## src/hw/rtl/matb_pkg.sv

```systemverilog
// Package of the temporal blend core: widths, register codes, payload types.
// No dependencies; imported by every module of the core.
package matb_pkg;

    localparam int PIX_W       = 8;
    localparam int THR_W       = 8;
    localparam int WGT_W       = 9;
    localparam int PROD_W      = 17;
    localparam int CFG_IDX_W   = 2;
    localparam int DIV_STAGES  = 3;
    localparam int DIV_STEPS   = 3;

    localparam logic [WGT_W-1:0] WEIGHT_ONE = 9'd256;

    localparam logic [THR_W-1:0] RST_LOW_THR  = 8'd16;
    localparam logic [THR_W-1:0] RST_HIGH_THR = 8'd32;
    localparam logic [WGT_W-1:0] RST_LOW_WGT  = 9'd128;
    localparam logic [WGT_W-1:0] RST_HIGH_WGT = 9'd256;

    typedef enum logic [CFG_IDX_W-1:0] {
        CFG_LOW_THR  = 2'd0,
        CFG_HIGH_THR = 2'd1,
        CFG_LOW_WGT  = 2'd2,
        CFG_HIGH_WGT = 2'd3
    } t_cfg_idx;

    typedef struct packed {
        logic [THR_W-1:0] low_thr;
        logic [THR_W-1:0] high_thr;
        logic [WGT_W-1:0] low_wgt;
        logic [WGT_W-1:0] high_wgt;
    } t_cfg;

    typedef struct packed {
        logic [PROD_W-1:0] rem;
        logic [PROD_W-1:0] dsr;
        logic [WGT_W-1:0]  quo;
        logic              lo;
        logic              hi;
        logic [PIX_W-1:0]  prev;
        logic [PIX_W-1:0]  cur;
    } t_div;

    function automatic logic [WGT_W-1:0] sat_weight(input logic [WGT_W-1:0] v);
        return (v > WEIGHT_ONE) ? WEIGHT_ONE : v;
    endfunction

endpackage

```

## src/hw/rtl/matb_weight.sv

```systemverilog
// Front end of the blend core: absolute difference, ramp products, dividend.
// Depends on matb_pkg.
module matb_weight (
    input  logic                         i_clk,
    input  logic                         i_rst_n,
    input  matb_pkg::t_cfg               i_cfg,
    input  logic                         i_valid,
    output logic                         o_ready,
    input  logic [matb_pkg::PIX_W-1:0]   i_prev,
    input  logic [matb_pkg::PIX_W-1:0]   i_cur,
    output logic                         o_valid,
    input  logic                         i_ready,
    output matb_pkg::t_div               o_data
);
    import matb_pkg::*;

    logic              r_v1, r_v2, r_v3;
    logic [PIX_W-1:0]  r_prev1, r_cur1, r_d1;
    logic [PIX_W-1:0]  r_prev2, r_cur2;
    logic [PROD_W-1:0] r_pa2, r_pb2;
    logic              r_lo2, r_hi2;
    logic [THR_W-1:0]  r_den2;
    t_div              r_data3;

    logic              rdy1, rdy2, rdy3;
    logic [PIX_W-1:0]  n_d1;
    logic [THR_W-1:0]  t_high, t_low;
    logic [PROD_W-1:0] n_pa2, n_pb2;
    t_div              n_data3;

    assign rdy3    = !r_v3 || i_ready;
    assign rdy2    = !r_v2 || rdy3;
    assign rdy1    = !r_v1 || rdy2;
    assign o_ready = rdy1;
    assign o_valid = r_v3;
    assign o_data  = r_data3;

    assign n_d1   = (i_prev > i_cur) ? (i_prev - i_cur) : (i_cur - i_prev);
    assign t_high = i_cfg.high_thr - r_d1;
    assign t_low  = r_d1 - i_cfg.low_thr;
    assign n_pa2  = PROD_W'(sat_weight(i_cfg.low_wgt)) * PROD_W'(t_high);
    assign n_pb2  = PROD_W'(sat_weight(i_cfg.high_wgt)) * PROD_W'(t_low);

    always_comb begin
        n_data3      = '0;
        n_data3.rem  = r_pa2 + r_pb2;
        n_data3.dsr  = {1'b0, r_den2, 8'b0};
        n_data3.quo  = '0;
        n_data3.lo   = r_lo2;
        n_data3.hi   = r_hi2;
        n_data3.prev = r_prev2;
        n_data3.cur  = r_cur2;
    end

    always_ff @(posedge i_clk) begin
        if (!i_rst_n) begin
            r_v1 <= 1'b0;
            r_v2 <= 1'b0;
            r_v3 <= 1'b0;
        end else begin
            if (rdy1) r_v1 <= i_valid;
            if (rdy2) r_v2 <= r_v1;
            if (rdy3) r_v3 <= r_v2;
        end
    end

    always_ff @(posedge i_clk) begin
        if (rdy1 && i_valid) begin
            r_prev1 <= i_prev;
            r_cur1  <= i_cur;
            r_d1    <= n_d1;
        end
        if (rdy2 && r_v1) begin
            r_prev2 <= r_prev1;
            r_cur2  <= r_cur1;
            r_lo2   <= (r_d1 <= i_cfg.low_thr);
            r_hi2   <= (r_d1 > i_cfg.high_thr);
            r_den2  <= i_cfg.high_thr - i_cfg.low_thr;
            r_pa2   <= n_pa2;
            r_pb2   <= n_pb2;
        end
        if (rdy3 && r_v2) begin
            r_data3 <= n_data3;
        end
    end

endmodule

```

## src/hw/rtl/matb_div_stage.sv

```systemverilog
// One registered stage of the ramp divider: a few restoring quotient bits.
// Depends on matb_pkg.
module matb_div_stage (
    input  logic           i_clk,
    input  logic           i_rst_n,
    input  logic           i_valid,
    output logic           o_ready,
    input  matb_pkg::t_div i_data,
    output logic           o_valid,
    input  logic           i_ready,
    output matb_pkg::t_div o_data
);
    import matb_pkg::*;

    logic r_v;
    t_div r_data;
    t_div n_data;

    assign o_ready = !r_v || i_ready;
    assign o_valid = r_v;
    assign o_data  = r_data;

    always_comb begin
        n_data = i_data;
        for (int k = 0; k < DIV_STEPS; k++) begin
            if (n_data.rem >= n_data.dsr) begin
                n_data.rem = n_data.rem - n_data.dsr;
                n_data.quo = {n_data.quo[WGT_W-2:0], 1'b1};
            end else begin
                n_data.quo = {n_data.quo[WGT_W-2:0], 1'b0};
            end
            n_data.dsr = n_data.dsr >> 1;
        end
    end

    always_ff @(posedge i_clk) begin
        if (!i_rst_n) begin
            r_v <= 1'b0;
        end else if (o_ready) begin
            r_v <= i_valid;
        end
    end

    always_ff @(posedge i_clk) begin
        if (o_ready && i_valid) begin
            r_data <= n_data;
        end
    end

endmodule

```

## src/hw/rtl/matb_mix.sv

```systemverilog
// Back end of the blend core: weight select, weighted products, output register.
// Depends on matb_pkg.
module matb_mix (
    input  logic                        i_clk,
    input  logic                        i_rst_n,
    input  matb_pkg::t_cfg              i_cfg,
    input  logic                        i_valid,
    output logic                        o_ready,
    input  matb_pkg::t_div              i_data,
    output logic                        o_valid,
    input  logic                        i_ready,
    output logic [matb_pkg::PIX_W-1:0]  o_pix
);
    import matb_pkg::*;

    logic              r_va, r_vb;
    logic [PROD_W-1:0] r_pi, r_pw;
    logic [PIX_W-1:0]  r_pix;

    logic              rdy_a, rdy_b;
    logic              ramp, round_dn;
    logic [WGT_W-1:0]  w, inv;
    logic [PROD_W-1:0] sum;

    assign rdy_b   = !r_vb || i_ready;
    assign rdy_a   = !r_va || rdy_b;
    assign o_ready = rdy_a;
    assign o_valid = r_vb;
    assign o_pix   = r_pix;

    always_comb begin
        ramp     = !i_data.lo && !i_data.hi;
        round_dn = ramp && (i_data.rem != '0) && (i_data.quo != WEIGHT_ONE);
        if (i_data.lo) begin
            w = sat_weight(i_cfg.low_wgt);
        end else if (i_data.hi) begin
            w = sat_weight(i_cfg.high_wgt);
        end else begin
            w = i_data.quo;
        end
        inv = WEIGHT_ONE - w - WGT_W'(round_dn);
    end

    assign sum = r_pi + r_pw;

    always_ff @(posedge i_clk) begin
        if (!i_rst_n) begin
            r_va <= 1'b0;
            r_vb <= 1'b0;
        end else begin
            if (rdy_a) r_va <= i_valid;
            if (rdy_b) r_vb <= r_va;
        end
    end

    always_ff @(posedge i_clk) begin
        if (rdy_a && i_valid) begin
            r_pi <= PROD_W'(inv) * PROD_W'(i_data.prev);
            r_pw <= PROD_W'(w) * PROD_W'(i_data.cur);
        end
        if (rdy_b && r_va) begin
            r_pix <= sum[2*PIX_W-1:PIX_W];
        end
    end

endmodule

```

## src/hw/rtl/motion_adaptive_temporal_blend_core.sv

```systemverilog
// Top level of the motion-adaptive temporal blend core: registers and pipeline.
// Depends on matb_pkg, matb_weight, matb_div_stage and matb_mix.
//
//  channel  | handshake                  | payload
//  ---------+----------------------------+-----------------------------------
//  pixel in | i_valid / o_stall          | i_previous_pixel, i_current_pixel
//  pixel out| o_valid / i_stall          | o_blended_pixel
//  config   | i_cfg_valid / o_cfg_ready  | i_cfg_index, i_cfg_data
//
// One transaction per cycle while o_stall is low; the pipeline from accept to o_valid is
// 3 front-end stages, 3 divider stages of 3 quotient bits and 2 mix stages.
// Reset empties the pipeline and loads the register defaults.
// Each stage holds only while its successor is full, so bubbles collapse;
// o_stall rises only with all stages full and the output stalled.
module motion_adaptive_temporal_blend_core (
    input  logic                              i_clk,
    input  logic                              i_rst_n,
    input  logic                              i_valid,
    output logic                              o_stall,
    input  logic [matb_pkg::PIX_W-1:0]        i_previous_pixel,
    input  logic [matb_pkg::PIX_W-1:0]        i_current_pixel,
    output logic                              o_valid,
    input  logic                              i_stall,
    output logic [matb_pkg::PIX_W-1:0]        o_blended_pixel,
    input  logic                              i_cfg_valid,
    output logic                              o_cfg_ready,
    input  logic [matb_pkg::CFG_IDX_W-1:0]    i_cfg_index,
    input  logic [matb_pkg::WGT_W-1:0]        i_cfg_data
);
    import matb_pkg::*;

    t_cfg r_cfg;
    t_cfg n_cfg;

    logic in_ready;
    logic v_div   [0:DIV_STAGES];
    logic rdy_div [0:DIV_STAGES];
    t_div d_div   [0:DIV_STAGES];

    assign o_cfg_ready = 1'b1;
    assign o_stall     = !in_ready;

    always_comb begin
        n_cfg = r_cfg;
        unique case (t_cfg_idx'(i_cfg_index))
            CFG_LOW_THR:  n_cfg.low_thr  = i_cfg_data[THR_W-1:0];
            CFG_HIGH_THR: n_cfg.high_thr = i_cfg_data[THR_W-1:0];
            CFG_LOW_WGT:  n_cfg.low_wgt  = i_cfg_data;
            CFG_HIGH_WGT: n_cfg.high_wgt = i_cfg_data;
        endcase
    end

    always_ff @(posedge i_clk) begin
        if (!i_rst_n) begin
            r_cfg.low_thr  <= RST_LOW_THR;
            r_cfg.high_thr <= RST_HIGH_THR;
            r_cfg.low_wgt  <= RST_LOW_WGT;
            r_cfg.high_wgt <= RST_HIGH_WGT;
        end else if (i_cfg_valid && o_cfg_ready) begin
            r_cfg <= n_cfg;
        end
    end

    matb_weight u_weight (
        .i_clk   (i_clk),
        .i_rst_n (i_rst_n),
        .i_cfg   (r_cfg),
        .i_valid (i_valid),
        .o_ready (in_ready),
        .i_prev  (i_previous_pixel),
        .i_cur   (i_current_pixel),
        .o_valid (v_div[0]),
        .i_ready (rdy_div[0]),
        .o_data  (d_div[0])
    );

    for (genvar g = 0; g < DIV_STAGES; g++) begin : g_div
        matb_div_stage u_div (
            .i_clk   (i_clk),
            .i_rst_n (i_rst_n),
            .i_valid (v_div[g]),
            .o_ready (rdy_div[g]),
            .i_data  (d_div[g]),
            .o_valid (v_div[g+1]),
            .i_ready (rdy_div[g+1]),
            .o_data  (d_div[g+1])
        );
    end

    matb_mix u_mix (
        .i_clk   (i_clk),
        .i_rst_n (i_rst_n),
        .i_cfg   (r_cfg),
        .i_valid (v_div[DIV_STAGES]),
        .o_ready (rdy_div[DIV_STAGES]),
        .i_data  (d_div[DIV_STAGES]),
        .o_valid (o_valid),
        .i_ready (!i_stall),
        .o_pix   (o_blended_pixel)
    );

endmodule

```

## config.mk

```make
export PLATFORM = sky130hd
export DESIGN_NAME = motion_adaptive_temporal_blend_core
export DESIGN_NICKNAME = d
export VERILOG_FILES = /design/src/hw/rtl/matb_pkg.sv /design/src/hw/rtl/matb_weight.sv /design/src/hw/rtl/matb_div_stage.sv /design/src/hw/rtl/matb_mix.sv /design/src/hw/rtl/motion_adaptive_temporal_blend_core.sv
export SDC_FILE = /design/constraint.sdc
export NUM_CORES = 1
export LEC_CHECK = 0
export ABC_CLOCK_PERIOD_IN_PS = 6820
export BUFFER_PORTS_ARGS = -buffer_cell sky130_fd_sc_hd__buf_2
export CELL_PAD_IN_SITES_DETAIL_PLACEMENT = 2
export CELL_PAD_IN_SITES_GLOBAL_PLACEMENT = 2
export CORE_MARGIN = 2
export CORE_UTILIZATION = 39
export CTS_CLUSTER_DIAMETER = 200
export CTS_CLUSTER_SIZE = 40
export DETAILED_ROUTE_END_ITERATION = 12
export PLACE_DENSITY_LB_ADDON = 0.1
export SLEW_MARGIN = 20
export SYNTH_ARGS = -nofsm -noshare
export SYNTH_HDL_FRONTEND = slang
export SYNTH_SLANG_ARGS = --single-unit
```

## constraint.sdc

```tcl
create_clock -name i_clk -period 6.82 [get_ports i_clk]
set_input_delay 0.682 -clock i_clk [delete_from_list [all_inputs] [get_ports i_clk]]
set_output_delay 0.682 -clock i_clk [all_outputs]
set_load 0.01 [all_outputs]
```

==> results.md, run 1 <==
* Vias in the first global route at 23600
* Die area at 74200 um2
* Final Max Slew Viols at 0
* Final setup margin at 0.274 ns
* Max IR drop VDD at 0.171 mV
* H-tree levels at 1
* Fin crit period at 6.55 ns
* Clock Latency Late Sink at 0.58 ns
* Share of the synthesized area in the top cell type at 0.327
* Ant diodes at 0
* Core ar. at 71400 um2
* RSZ-0062 raised after global routing: yes
* Dominant cells by area after synthesis: edfxtp_1 (33%), ha_1 (13%), fa_1 (13%), inv_1 (4.9%), xnor2_1 (3.7%)
* Top_reg_cell synth: edfxtp_1
* Cell Pwr Density at 199 nW/um2
* Worst setup SP type: register
* Seq/Total Area, Yosys at 0.357
* Met1 usage at 0.282
* CTS Buf Count at 12
* Pwr Total at 0.00622 W
* Drt pass-1 iters at 5
* Starting Density at 0.394
* # Max-Cap Violations at 0
* Status: completed
* Io pins at 43
* CP max FO at 8
* Die Wd at 272 um
* Synth Instances at 2764
* Worst-margin pin slew at 1.02 ns
* Syn Std Cell Area at 28100 um2
* Critical Path Max Stage Delay at 0.54 ns
* Remaining antenna violation count at 0
* DRC at 0
* Critical path required time at 7.11 ns
* Total Wirelength at 82.9 mm
* Syn_nets at 3271
* Synth-to-layout area growth at 11.2%
* Pre-CTS WS at -0.326 ns
* WP buf/inv at 7
* Fin crit share at 0.960
* Worst slew margin at 0.319
* Post-DP HPWL at 68.8 mm
* Hold Crit Class: input port to register
* Die H at 272 um
* Busiest layer in global routing: met2
* CTS Buffer Depth at 3
* Layout Utilization at 0.438
* # nets final at 3432
* Ys Warns at 0
* FF+latch count, synth at 348
* Worst-path clk slew at 0.17 ns
* CP Capture Type: register
* Met3 Use GR at 0.0153
* TritonCTS clock tree: done
* Met2 Use GR at 0.424
* Area leader, netlist: edfxtp_1
* Cts hold-fix bufs at 0
* # setup viols final at 0
* Vias/cell at 5.30
* First-pass GRT wire length at 132 mm
* Slowest stage cell on the critical path: fa_1
* Routed len/inst at 21.4 um
* Setup TNS Final at 0 ns
* GR Util All Layers at 0.225
* Largest net degree at the start of global routing at 61
* Share of cells above drive strength 1 at 0.111
* Initial antenna violation count at 1
* Routability cong. at 0.861
* CP top delay family: adder cells
* F_max at 153 MHz
* CP Class: register to register
* Clock Skew at 0.0583 ns
* Final Hold Viols at 0
* Number of synthesized flops with an enable pin at 306
* Number of DRC markers in iteration 0 at 832
* Share of synthesized registers carrying an async set or reset at 0
* Routed vias at 20500
* Clk sink count at 348
* Synth cell types at 78
* Worst endpoint data arrival time at 6.83 ns
* Clock root cell: clkbuf_16
* Fill cells at 7629
* Leakage at 13.3 nW
* Rows at 98
* PortBufs at 41
* Avg Synthesized Cell Area at 10.2 um2
* Worst hold slack at 0.316 ns
* Gr ovfl total at 0
==> cell usage after synthesis (all sizes together), types with 53 or more instances <==
cell type,number
ha,294
edfxtp,306
o21ai,109
a21boi,53
xnor2,119
nor2,171
nor2b,73
fa,181
inv,364
a21oi,127
nand2,266
and2,129
==> placed cells by master, fill, tap and decap left out, types with 32 or more instances in the layout <==
master	netlist	final
inv_1	364	363
a21boi_0	52	38
and2_1	128	128
nand2_1	265	265
buf_2	3	41
a21oi_1	127	114
a21o_1	41	41
o21ai_0	101	81
dfxtp_1	42	42
nor3_1	35	32
nor2_1	171	166
nand2b_1	46	46
fa_1	181	181
buf_4	1	147
xnor2_1	119	116
ha_1	294	289
edfxtp_1	306	306
nor2b_1	73	68
xor2_1	42	41
==> power by group <==
part,internal (W),switching (W)
clock network,0.000396,0.000671
registers,0.00250,0.0000553
logic,0.00111,0.00149
total,0.00401,0.00221
==> worst reg2reg max path: cells and delay by family, from the launching register on <==
kind                       cells  cell delay [ns]
AOI/OAI and AO/OA              7             1.15
xor gates and xnor gates       2             0.35
adders and majority gates      8             2.69
buffers and inverters          7             0.66
DFF                            1             0.44
and+or+nand+nor                4             0.98
==> kinds of logic after synthesis <==
| family | count (synthesis) | share of synthesized area |
|---|---|---|
| AO/OA/AOI/OAI | 468 | 0.107 |
| buffers and inverters | 407 | 0.0546 |
| other | 1 | 0.000133 |
| multiplexers | 55 | 0.0209 |
| adder cells (fa/ha/maj) | 475 | 0.260 |
| XOR/XNOR | 161 | 0.0502 |
| AND/OR/NAND/NOR | 849 | 0.151 |
| flip-flops | 348 | 0.357 |
==> through the flow <==
stage               area [um2]  cells
finish                   31300   3880
global route             31300   3880
CTS                      30900   3871
detailed placement       30400   3848
global placement         30400   3848
floorplan                28100   2764
==> flip-flops by register name, summed over array words and instances, names as in the netlist, 16 cells and up <==
signal,count
u_weight.r_pa2,17
g_div.u_div.o_data,139
r_cfg,34
u_mix.r_pw,16
u_mix.r_pi,16
u_weight.o_data,43
u_weight.r_pb2,17
==> area by class of cell <==
cell class / count / area [um2] / share of cell area
Clock buffer: 15 / 312 / 0.00997
Clock inverter: 4 / 72.6 / 0.00232
Inverter: 365 / 1370 / 0.0438
Multi-Input combinational cell: 2009 / 17000 / 0.543
Sequential cell: 348 / 10000 / 0.321
Tap cell: 950 / 1190 / 0.0380
Timing Repair Buffer: 189 / 1320 / 0.0422
==> final timing paths <==
path / from / depth (start not counted) / endpoint / slack, ns
worst max-delay path: g_div[2].u_div.o_data[60] / 28 / u_mix.r_pi[14] / 0.27
worst min-delay path: i_previous_pixel[6] / 1 / u_weight.r_prev1[6] / 0.32
worst max register to register: g_div[2].u_div.o_data[60] / 28 / u_mix.r_pi[14] / 0.27
worst min register to register: u_weight.r_den2[4] / 0 / u_weight.o_data[39] / 0.43
==> timing repair <==
action                                  4_1_cts  5_1_grt
pin swaps                                     4       16
endpoints found under the setup margin       32       54
resized for setup                            14       83
setup buffers                                 4        9
==> layer usage <==
metal,vias up,part of all wire
li1,9707,-
met1,10600,0.44
met2,174,0.53
met3,77,0.015
met4,2,0.018
met5,-,0.00016
(Power assumes the default switching activity.)
==> run 2, diff against run 1 <==
--- a/config.mk
+++ b/config.mk
@@ -9,10 +9,10 @@
 export BUFFER_PORTS_ARGS = -buffer_cell sky130_fd_sc_hd__buf_2
 export CELL_PAD_IN_SITES_DETAIL_PLACEMENT = 2
 export CELL_PAD_IN_SITES_GLOBAL_PLACEMENT = 2
+export CORE_ASPECT_RATIO = 1.4
 export CORE_MARGIN = 2
 export CORE_UTILIZATION = 39
 export CTS_CLUSTER_DIAMETER = 200
-export CTS_CLUSTER_SIZE = 40
 export DETAILED_ROUTE_END_ITERATION = 12
 export PLACE_DENSITY_LB_ADDON = 0.1
 export SLEW_MARGIN = 20
==> run 2 against run 1 <==
Effect of this change:
- non-clock buffer count fell by 6
- wire length is 3.1% higher
- sequential power about the same
- sequential share of layout area shrank 0.81 points
- cell count increased by 1.0%
==> results.md, run 2 (synthesis gave the netlist of run 1 again) <==
* Die H at 322 um
* Fin crit share at 0.955
* CP top delay family: compound AO/OA/AOI/OAI gates
* CTS Buf Count at 40
* GR Util All Layers at 0.231
* Pwr Total at 0.00730 W
* Vias in the first global route at 24200
* Max IR drop VDD at 0.171 mV
* Ant diodes at 0
* Final setup margin at 0.308 ns
* Seq pwr share at 0.350
* Met2 Use GR at 0.483
* Busiest layer in global routing: met2
* Core ar. at 71400 um2
* Leakage at 13.7 nW
* Final instance area at 32100 um2
* Final Max Slew Viols at 0
* Largest net degree at the start of global routing at 61
* CTS Buffer Depth at 3
* Gr ovfl total at 0
* Max reg flops at 139
* Routability cong. at 0.884
* Logic pwr share at 0.349
* Clk sink count at 348
* Critical path required time at 7.15 ns
* Synth-to-layout area growth at 14.1%
* Worst slew margin at 0.343
* Worst-margin pin slew at 0.984 ns
* # nets final at 3455
* F_max at 154 MHz
* Switching power at 0.00248 W
* Cell Pwr Density at 228 nW/um2
* Initial antenna violation count at 0
* PortBufs at 41
* Die area at 74200 um2
* Routed vias at 20800
* Number of DRC markers in iteration 0 at 707
* RSZ-0062 raised after global routing: yes
* Worst setup SP type: register
* Reg area at 10000 um2
* DRC at 0
* Met3 Use GR at 0.0195
* Worst hold slack at 0.284 ns
* Hold Crit Class: input port to register
* Commonest non-fill, non-tap cell in the layout: inv_1
* Total Wirelength at 85.5 mm
* Io pins at 43
* WP buf/inv at 6
* Drt pass-1 iters at 4
* # setup viols final at 0
* Worst-path clk slew at 0.07 ns
* Status: completed
* Pre-CTS WS at -0.319 ns
* Placed cell count at 3837
* Clock Latency Late Sink at 0.60 ns
* Starting Density at 0.393
* Remaining antenna violation count at 0
* Routed len/inst at 21.8 um
* Fin crit period at 6.51 ns
* TritonCTS clock tree: done
* Most frequent cells in the layout: inv_1 (363), edfxtp_1 (306), ha_1 (291)
* Post-place instance area at 30400 um2
* H-tree levels at 2
* Final Hold Viols at 0
* Worst endpoint data arrival time at 6.84 ns
* Post-DP HPWL at 70.3 mm
* Met1 usage at 0.230
* # Max-Cap Violations at 0
* Slowest stage cell on the critical path: fa_1
* Share of cells above drive strength 1 at 0.122
* Switching share of total power at 0.340
* Multi-input gate area at 16900 um2
* CP Class: register to register
* Fill cells at 7540
* Clock root cell: clkbuf_16
* Vias/cell at 5.29
* Cell Int Power at 0.00482 W
* Rows at 116
* CP Capture Type: register
* CP max FO at 18
* Critical Path Max Stage Delay at 0.41 ns
* First-pass GRT wire length at 133 mm
* Clock network power share at 0.301
* Die Wd at 231 um
* Clock Skew at 0.0413 ns
* Non-Filler Instances at 3920
==> run 2: final cells by class <==
type / instances / share of cell area
inverters: 365 / 0.0427
repair buffers: 183 / 0.0408
multi-input cells: 2010 / 0.526
well taps: 944 / 0.0368
clock buffers: 44 / 0.0317
clock inverters: 26 / 0.00960
flip-flops and latches: 348 / 0.313
==> run 2: metrics by stage <==
step,setup TNS (ns),utilization
final,0,0.449
after global routing,-0.772,0.449
after CTS,0,0.445
after detailed placement,-4.19,0.425
after global placement,-0.0327,0.425
after floorplan,0,-
==> run 2: timing repair <==
action                                  CTS  global route
hold buffers                              0             0
pin swaps                                 1            13
buffers inserted                          1            11
endpoints found under the hold margin     0             0
resized for setup                        18            69
endpoints found under the setup margin   34            53
gates cloned                              0             1
==> run 2: worst paths after layout <==
check,startpoint,endpoint,slack [ns],cells past startpoint
hold / removal,i_current_pixel[7],u_weight.r_cur1[7],0.28,1
hold reg to reg,g_div[0].u_div.o_data[15],g_div[1].u_div.o_data[15],0.42,0
setup reg to reg,g_div[0].u_div.o_data[49],g_div[1].u_div.o_data[48],0.31,32
setup / recovery,g_div[0].u_div.o_data[49],g_div[1].u_div.o_data[48],0.31,32
==> run 2: layer usage <==
layer	share of wire	vias up
li1	-	9786
met5	0	-
met3	0.019	147
met4	0.038	0
met1	0.36	10600
met2	0.58	229
==> run 2: power groups by stage <==
stage / Combinational [W] / Clock (W) / Sequential, W
finish: 0.00255 / 0.00220 / 0.00255
global route: 0.00284 / 0.00232 / 0.00256
CTS: 0.00251 / 0.00227 / 0.00256
detailed placement: 0.00247 / 0 / 0.00260
global placement: 0.00233 / 0 / 0.00259
floorplan: 0.00170 / 0 / 0.00257
==> run 2: worst register-to-register path: cells and delay by family, from the launching register on <==
kind | cells | cell delay, ns
mux | 2 | 0.58
fa+ha+maj | 4 | 1.16
compound gates | 12 | 2.19
buf+inv | 6 | 0.63
simple gates | 8 | 1.33
flops | 1 | 0.40
==> run 3, diff against run 2 <==
--- a/config.mk
+++ b/config.mk
@@ -5,13 +5,14 @@
 export SDC_FILE = /design/constraint.sdc
 export NUM_CORES = 1
 export LEC_CHECK = 0
+export ABC_AREA = 1
 export ABC_CLOCK_PERIOD_IN_PS = 6820
 export BUFFER_PORTS_ARGS = -buffer_cell sky130_fd_sc_hd__buf_2
 export CELL_PAD_IN_SITES_DETAIL_PLACEMENT = 2
 export CELL_PAD_IN_SITES_GLOBAL_PLACEMENT = 2
 export CORE_ASPECT_RATIO = 1.4
 export CORE_MARGIN = 2
-export CORE_UTILIZATION = 39
+export CORE_UTILIZATION = 37
 export CTS_CLUSTER_DIAMETER = 200
 export DETAILED_ROUTE_END_ITERATION = 12
 export PLACE_DENSITY_LB_ADDON = 0.1
==> run 3 against run 2 <==
Effect of this change:
- highest routed layer unchanged
- utilization is 3.2 points lower
- sequential power is 4% higher
- global-route usage is 0.45 points lower
- sequential cell count stayed put
- maximum frequency hardly changed
- critical endpoint is now u_weight.r_pb2[15]
- cell area is 1.0% lower
- via count is 4.7% higher
- largest cell class unchanged
- count of clock-buffer cells in the layout stayed put
==> results.md, run 3 <==
* Status: completed
* Pwr Total at 0.00817 W
* Initial antenna violation count at 0
* Final Max Slew Viols at 0
* Largest net degree at the start of global routing at 61
* CP Class: register to register
* Clk sink count at 348
* Max reg flops at 139
* Dominant cells by area after synthesis: edfxtp_1 (32%), ha_1 (13%), fa_1 (13%), nand2_1 (7.7%), inv_1 (7.6%)
* Final instance area at 31700 um2
* CTS Buffer Depth at 3
* TritonCTS clock tree: done
* Worst slew margin at 0.278
* Worst-margin pin slew at 1.08 ns
* Post-DP HPWL at 73.2 mm
* Syn_nets at 3656
* CP Capture Type: register
* Ant diodes at 0
* Worst R2R Path Depth at 32
* Fin crit share at 0.955
* Synth cell types at 55
* Die area at 78800 um2
* Hold Crit Class: input port to register
* Reg area at 10000 um2
* Number of synthesized flops with an enable pin at 306
* Critical Path Max Stage Delay at 0.53 ns
* Fill cells at 8373
* Setup TNS Final at 0 ns
* FF+latch count, synth at 348
* Rows at 120
* Die H at 331 um
* Multi-input gate area at 16200 um2
* Worst R2R Start: u_weight.r_d1[1]
* PortBufs at 41
* Cell Pwr Density at 258 nW/um2
* Routed vias at 21700
* Share of synthesized registers carrying an async set or reset at 0
* FF-to-FF End: u_weight.r_pb2[15]
* Leakage at 14.8 nW
* Layout Utilization at 0.417
* Share of cells above drive strength 1 at 0.106
* CP max FO at 7
* Hold Crit Depth at 1
* # setup viols final at 0
* RSZ-0062 raised after global routing: yes
* F_max at 154 MHz
* Seq/Total Area, Yosys at 0.354
* Share of the synthesized area in the top cell type at 0.324
* Most common cell in the netlist: nand2_1
* Vias in the first global route at 25300
* Commonest non-fill, non-tap cell in the layout: nand2_1
* Drt pass-1 iters at 4
* Fin crit period at 6.51 ns
* Syn Std Cell Area at 28300 um2
* First-pass GRT wire length at 139 mm
* Final Hold Viols at 0
* Remaining antenna violation count at 0
* Post-synth top cells: nand2_1 (578), inv_1 (570), nor2_1 (322), edfxtp_1 (306), ha_1 (294)
* GR Util All Layers at 0.226
* Min-delay src: i_current_pixel[7]
* CTS Buf Count at 40
* Worst endpoint data arrival time at 6.93 ns
* Avg Synthesized Cell Area at 9.00 um2
* Total Wirelength at 88.4 mm
* Clock Latency Late Sink at 0.61 ns
* Worst setup SP type: register
* Most frequent cells in the layout: nand2_1 (573), inv_1 (558), nor2_1 (315)
* Routability cong. at 0.855
* Die Wd at 238 um
* Number of DRC markers in iteration 0 at 718
* Slowest stage cell on the critical path: fa_1
* Clock Skew at 0.0471 ns
* Reg2Reg Setup Slack at 0.31 ns
* # nets final at 3787
* Post-place instance area at 30100 um2
* Starting Density at 0.372
* Critical path required time at 7.23 ns
* Worst-path clk slew at 0.06 ns
* DRC at 0
* Gr ovfl total at 0
* Top_reg_cell synth: edfxtp_1
* Synth-to-layout area growth at 12.0%
* H-tree levels at 2
* Routed len/inst at 20.6 um
* Ys Warns at 0
* # Max-Cap Violations at 0
* Non-Filler Instances at 4284
* Io pins at 43
* Hold Path Sink: u_weight.r_cur1[7]
* Clock root cell: clkbuf_16
* Vias/cell at 5.07
* Placed cell count at 4200
* Area leader, netlist: edfxtp_1
* Synth Instances at 3149
* Max IR drop VDD at 0.168 mV
* Core ar. at 76100 um2
run 3: worst max-delay path, delay by kind of cell (launching register included):
family | cells | cell delay [ns]
flip-flops | 1 | 0.40
AO/OA/AOI/OAI | 7 | 0.88
adder cells (fa/ha/maj) | 6 | 2.53
AND/OR/NAND/NOR | 13 | 1.85
XOR/XNOR | 1 | 0.22
buffers and inverters | 5 | 0.45
run 3: worst max path at each step:
| stage | startpoint | to |
|---|---|---|
| 3_5_place_dp | r_cfg[17] | u_mix.r_pi[15] |
| 6_report | u_weight.r_d1[1] | u_weight.r_pb2[15] |
| 5_1_grt | r_cfg[0] | u_mix.r_pi[15] |
| 4_1_cts | g_div[2].u_div.o_data[17] | u_mix.r_pi[14] |
| 2_1_floorplan | g_div[2].u_div.o_data[17] | u_mix.r_pi[14] |
| 3_3_place_gp | u_weight.r_d1[2] | u_weight.r_pb2[14] |
run 3: area by class of cell:
class	instances	share of cell area
Clock inverter	26	0.00915
Timing Repair Buffer	111	0.0230
Clock buffer	44	0.0323
Multi-Input combinational cell	2178	0.510
Inverter	601	0.0714
Sequential cell	348	0.316
Tap cell	976	0.0385
run 3: per-stage QoR:
stage                     hold WS (ns)  worst slack [ns]
after global placement           0.404             0.172
after floorplan                  0.400             0.340
final                            0.288             0.305
after global routing             0.279           -0.0996
after detailed placement         0.406            -0.189
after CTS                        0.259           0.00114
run 3: cell families after synthesis:
family,count (synthesis),synth area share
AOI/OAI and AO/OA,389,0.0747
xor gates and xnor gates,160,0.0495
adders and majority gates,475,0.258
buffers and inverters,623,0.0846
DFF,348,0.354
muxes,6,0.00212
other,1,0.000132
and+or+nand+nor,1147,0.177
run 3: per-layer routing:
layer	global-route usage	part of all wire
met5	0	0
met4	0.0883	0.041
met3	0.0224	0.018
met2	0.439	0.55
met1	0.250	0.39
run 3: timing repair:
item	CTS	global route
hold buffers	0	0
pin swaps	0	20
gates resized for setup	8	76
endpoints found under the setup margin	5	50
setup buffers	1	13
hold endpoints to repair	0	0
run 3: where the power goes:
group / internal, W / leakage, nW / switching [W]
Sequential: 0.00258 / 3.15 / 0.0000669
Combinational: 0.00122 / 11.0 / 0.00208
Clock: 0.00125 / 0.632 / 0.000968
Total: 0.00505 / 14.8 / 0.00312
